### src/rda_pkg.sv
`timescale 1ns / 1ps
package rda_pkg;
   localparam int WORD_BITS_DEFAULT  = 64;
   localparam int MAX_DIGITS_DEFAULT = 64;

   localparam logic [2:0] OP_ADD = 3'd0;
   localparam logic [2:0] OP_MUL = 3'd1;
   localparam logic [2:0] OP_POW = 3'd2;
   localparam logic [2:0] OP_DIV = 3'd3;
   localparam logic [2:0] OP_MOD = 3'd4;

   localparam logic [1:0] ST_OK   = 2'd0;
   localparam logic [1:0] ST_DIV0 = 2'd1;
   localparam logic [1:0] ST_MOD0 = 2'd2;

   typedef struct packed {
      logic       mode;
      logic [7:0] char_code;
      logic       last_char;
      logic [2:0] op_code;
      logic [4:0] radix;
   } req_type;

   typedef struct packed {
      logic [7:0] digit_char;
      logic [1:0] status;
      logic       last_digit;
   } rsp_type;

   // Datapath commands from the controller.
   typedef struct packed {
      logic accum;      // fold the request character into its operand
      logic start_op;   // latch operands, clear them, set up the operation
      logic mul_step;   // one step of the add, multiply, power or divide sequence
      logic conv_start; // load the result into the digit converter
      logic conv_step;  // one bit of radix division
      logic conv_store; // write the digit, advance the count
      logic emit_next;  // step the emit pointer
   } cmd_type;

   typedef struct packed {
      logic op_done;
      logic conv_bit_done;
      logic conv_done;
      logic is_zero_div;
      logic emit_last;
   } sts_type;

   function automatic logic [4:0] char_value(input logic [7:0] c);
      logic [4:0] v;
      v = 5'd16;
      if (c >= 8'h30 && c <= 8'h39) v = 5'(c - 8'h30);
      else if (c >= 8'h41 && c <= 8'h46) v = 5'(c - 8'h41 + 8'd10);
      return v;
   endfunction

   function automatic logic [4:0] clamp_radix(input logic [4:0] r);
      logic [4:0] v;
      v = r;
      if (r < 5'd2) v = 5'd2;
      else if (r > 5'd16) v = 5'd16;
      return v;
   endfunction

   function automatic logic [7:0] digit_to_char(input logic [3:0] d);
      logic [7:0] c;
      if (d < 4'd10) c = 8'h30 + 8'(d);
      else c = 8'h41 + 8'(d) - 8'd10;
      return c;
   endfunction
endpackage

### src/rda_ctrl.sv
`timescale 1ns / 1ps
module rda_ctrl (
   input  logic             clock,
   input  logic             reset,
   input  logic             req_valid,
   output logic             req_stall,
   input  rda_pkg::req_type  req_data,
   output logic             rsp_valid,
   input  logic             rsp_stall,
   input  rda_pkg::sts_type  sts,
   output rda_pkg::cmd_type  cmd
);
   import rda_pkg::*;

   localparam logic [2:0] S_IDLE   = 3'd0;
   localparam logic [2:0] S_OP     = 3'd1;
   localparam logic [2:0] S_CONV   = 3'd2;
   localparam logic [2:0] S_STOR   = 3'd3;
   localparam logic [2:0] S_LOAD   = 3'd4;
   localparam logic [2:0] S_EMIT   = 3'd5;
   localparam logic [2:0] S_ERR    = 3'd6;
   localparam logic [2:0] S_CSTART = 3'd7;

   logic [2:0] state_ff, state_in;
   logic       acc_req;

   assign req_stall = (state_ff != S_IDLE);
   assign acc_req   = req_valid && !req_stall;
   assign rsp_valid = (state_ff == S_EMIT) || (state_ff == S_ERR);

   always_comb begin
      cmd = '0;
      state_in = state_ff;
      unique case (state_ff)
         S_IDLE: if (acc_req) begin
            cmd.accum = 1'b1;
            if (req_data.mode && req_data.last_char) begin
               cmd.start_op = 1'b1;
               state_in = S_OP;
            end
         end
         S_OP: begin
            if (sts.is_zero_div) state_in = S_ERR;
            else if (sts.op_done) state_in = S_CSTART;
            else cmd.mul_step = 1'b1;
         end
         S_CSTART: begin
            cmd.conv_start = 1'b1;
            state_in = S_CONV;
         end
         S_CONV: begin
            cmd.conv_step = 1'b1;
            if (sts.conv_bit_done) state_in = S_STOR;
         end
         S_STOR: begin
            cmd.conv_store = 1'b1;
            state_in = sts.conv_done ? S_LOAD : S_CONV;
         end
         S_LOAD: state_in = S_EMIT;
         S_EMIT: if (!rsp_stall) begin
            cmd.emit_next = 1'b1;
            state_in = sts.emit_last ? S_IDLE : S_LOAD;
         end
         S_ERR: if (!rsp_stall) state_in = S_IDLE;
         default: state_in = S_IDLE;
      endcase
   end

   always_ff @(posedge clock) begin
      if (reset) state_ff <= S_IDLE;
      else state_ff <= state_in;
   end

   assert property (@(posedge clock) disable iff (reset)
      rsp_valid |-> req_stall) else $error("request taken during output");
   assert property (@(posedge clock) disable iff (reset)
      (state_ff == S_ERR) |-> sts.is_zero_div) else $error("error without zero divisor");
   assert property (@(posedge clock) disable iff (reset)
      (rsp_valid && rsp_stall) |=> rsp_valid) else $error("result dropped");
endmodule
### config.mk
export PLATFORM = sky130hd
export DESIGN_NAME = rda_ctrl
export DESIGN_NICKNAME = d
export VERILOG_FILES = /design/src/rda_pkg.sv /design/src/rda_ctrl.sv
export SDC_FILE = /design/constraint.sdc
export NUM_CORES = 1
export LEC_CHECK = 0
export BUFFER_PORTS_ARGS = -buffer_cell sky130_fd_sc_hd__buf_2
export CAP_MARGIN = 30
export CORE_AREA = 2 2 39 41
export DETAILED_ROUTE_END_ITERATION = 12
export DIE_AREA = 0 0 41 43
export PLACE_DENSITY = 0.6
export SLEW_MARGIN = 15
export SYNTH_ARGS = -nofsm -noshare
export SYNTH_HDL_FRONTEND = slang
export SYNTH_SLANG_ARGS = --single-unit
export TNS_END_PERCENT = 100
### constraint.sdc
create_clock -name clock -period 1.7 [get_ports clock]
set_input_delay 0.255 -clock clock [delete_from_list [all_inputs] [get_ports clock]]
set_output_delay 0.255 -clock clock [all_outputs]
set_load 0.005 [all_outputs]
==> impl_metrics.env <==
export IMPL_first_global_vias=365
export IMPL_p_int_uw=473.2
export IMPL_finalCritPeriodShare_pct=96.25
export IMPL_avgViaCountPerCell=4.962
export IMPL_yosys_warnings=0
export IMPL_ys_flop_type="dfxtp_1"
export IMPL_r2r_worst_path_cells=5
export IMPL_start_util_pct=24.68
export IMPL_critPathRequiredTime_ns=1.44
export IMPL_grt_max_degree=9
export IMPL_hold_viol=0
export IMPL_grt_total_usage_pct=11.92
export IMPL_power_frac_clock_pct=14.8
export IMPL_fin_util_pct=35.71
export IMPL_critPathKind="reg -> out"
export IMPL_die_area_sq_mm=0.001763
export IMPL_clk_latency_ns=0.23
export IMPL_io_buffers=19
export IMPL_startpoint_type="register"
export IMPL_setup_tns_ns=0
export IMPL_skew_ns=0.004351
export IMPL_num_vias=392
export IMPL_synth_fp_nets=66
export IMPL_irDropWorstVdd_mv=0.5215
export IMPL_switching_share_pct=43.17
export IMPL_use_met1_pct=12.46
export IMPL_synthArstFlopShare_pct=0
export IMPL_reg2reg_to="state_ff[0]"
export IMPL_arrival_ns=1.38
export IMPL_drt_iter0_drc=0
export IMPL_cts_buffers_inserted=3
export IMPL_grt_use_met2_pct=20.31
export IMPL_slew_violations=0
export IMPL_dp_worst_setup_slack_ns=0.07134
export IMPL_grt_util_met3_pct=4.712
export IMPL_worstReg2RegStart="state_ff[1]"
export IMPL_setup_violations=0
export IMPL_clockBufferDepth=2
export IMPL_cts_tree="yes"
export IMPL_cellPowerDensity_mw_per_mm2=1685
export IMPL_synth_area_sq_um=341.6
export IMPL_synthCells=39
export IMPL_cp_end_kind="output pin"
export IMPL_outcome="finished clean"
export IMPL_startpoint="state_ff[1]"
export IMPL_p_comb_share_pct=66.1
export IMPL_hold_path_class="in -> reg"
export IMPL_antenna_found_initial=0
export IMPL_drtPass1Iterations=1
export IMPL_num_antenna_cells=0
export IMPL_largest_reg_flops=3
export IMPL_layout_drive_gt1_share_pct=55.56
export IMPL_ant_nets=0
export IMPL_endpoint="cmd[4]"
export IMPL_ios=36
export IMPL_top_regs="state_ff (3)"
export IMPL_cp_max_fo=5
export IMPL_drc=0
export IMPL_reg2reg_slack_ns=0.12
export IMPL_tightest_slew_ns=0.3334
export IMPL_synth_edff_count=0
export IMPL_row_count=14
export IMPL_post_dp_hpwl_um=720.9
export IMPL_ctsHoldBuffers=0
export IMPL_routabilityCongestion=0.7856
export IMPL_ys_types=28
export IMPL_finalWirelength_um=904
export IMPL_p_switching_uw=359.4
export IMPL_htree_levels=1
export IMPL_syn_area_per_cell_sq_um=8.758
export IMPL_die_width_um=41
export IMPL_grt_pass1_wl_um=1414
export IMPL_numClockSinks=3
export IMPL_slew_headroom_pct=77.49
export IMPL_period_needed_ns=1.636
export IMPL_busiest_layer="met2"
export IMPL_routedWlPerCell_um=11.44
export IMPL_clk_pin_slew_ns=0.04
export IMPL_cts_root_buf="clkbuf_4"
export IMPL_regMostFlops="state_ff"
export IMPL_fp_dieH_um=43
export IMPL_ys_seq_area_share_pct=17.58
export IMPL_worst_slack_ns=0.06371
export IMPL_syn2layout_area_growth_pct=44.69
export IMPL_final_nets=91
export IMPL_cap_violations=0
export IMPL_rsz0062_at_grt="false"
export IMPL_pwr_share_seq_pct=19.0
export IMPL_max_freq_mhz=611.1
export IMPL_p_leak_nw=0.2486
export IMPL_core_sq_mm=0.001384
export IMPL_synth_seq_cells=3
export IMPL_grt_overflow=0
==> cell type report <==
class                           instances  area [sq um]
Timing Repair Buffer                   23         125.1
Sequential cell                         3         61.31
Fill cell                             167         889.6
Multi-Input combinational cell         30         250.2
Inverter                                3         11.26
Clock buffer                            4         26.28
Tap cell                               16         20.02
==> per-layer routing <==
metal  vias to the layer above  share of wire [%]
met1                       180                 39
met4                         0                  0
met5                         -                  0
met2                        16                 54
met3                         0                7.5
li1                        196                  -
==> synth_stat cells (all sizes together), types with 2 or more instances <==
cell type  n  share of area [%]
nor2       3                4.0
inv        3                3.3
buf        3                8.8
and2       2                3.7
and3       2                3.7
nor3       3                5.9
nor3b      2                7.7
nand2      3                3.3
dfxtp      3                 18
or4b       2                7.0
==> repair_timing <==
action,4_1_cts,5_1_grt
gates cloned,0,0
setup endpoints to repair,1,2
gates resized for setup,2,1
setup buffers,1,0
pin swaps,1,1
==> worst max-delay path: stages (launching register included) <==
cell and delay, ns:
dfxtp_1 0.35, or4b_4 0.57, nor2_4 0.12, buf_2 0.11
==> power groups by stage <==
stage,Combinational (mW),Sequential (mW),Clock [mW]
2_1_floorplan,0.447,0.124,0
3_3_place_gp,0.517,0.158,0
3_5_place_dp,0.534,0.159,0
4_1_cts,0.552,0.160,0.131
5_1_grt,0.620,0.164,0.138
6_report,0.551,0.158,0.124
==> cells in the final DEF (no fill, tap or decap), types with 2 or more instances in the layout <==
cell | Yosys | routed
nand2_1 | 3 | 3
dfxtp_1 | 3 | 2
nor2_1 | 2 | 2
buf_4 | 1 | 4
and3_1 | 2 | 2
nor3_1 | 2 | 2
buf_2 | 0 | 19
and2_1 | 2 | 2
clkbuf_4 | 0 | 3
inv_1 | 3 | 3
==> metrics by stage <==
step / hold WS, ns / cells / power [mW] / instance area (sq um)
floorplan: 0.3183 / 39 / 0.5709 / 341.6
global placement: 0.4635 / 74 / 0.6743 / 449.2
detailed placement: 0.4655 / 74 / 0.6926 / 449.2
CTS: 0.2081 / 79 / 0.8435 / 489.2
global route: 0.2217 / 79 / 0.9227 / 494.2
finish: 0.2168 / 79 / 0.8326 / 494.2
==> kinds of logic (layout without fill, tap and decap cells) <==
family,count (synthesis),in the layout,synth area share [%]
flops,3,3,17.58
simple gates,20,20,40.66
xor+xnor,1,1,2.565
compound gates,9,9,27.11
buf+inv,6,30,12.09
==> worst min-delay path by stage <==
| stage | startpoint | endpoint | slack, ns | cells after the start |
|---|---|---|---|---|
| 2_1_floorplan | reset | state_ff[0] | 0.32 | 1 |
| 3_3_place_gp | reset | state_ff[0] | 0.46 | 2 |
| 3_5_place_dp | reset | state_ff[0] | 0.47 | 2 |
| 4_1_cts | reset | state_ff[0] | 0.21 | 2 |
| 5_1_grt | reset | state_ff[0] | 0.22 | 2 |
| 6_report | reset | state_ff[0] | 0.22 | 2 |
(Power assumes the default switching activity.)
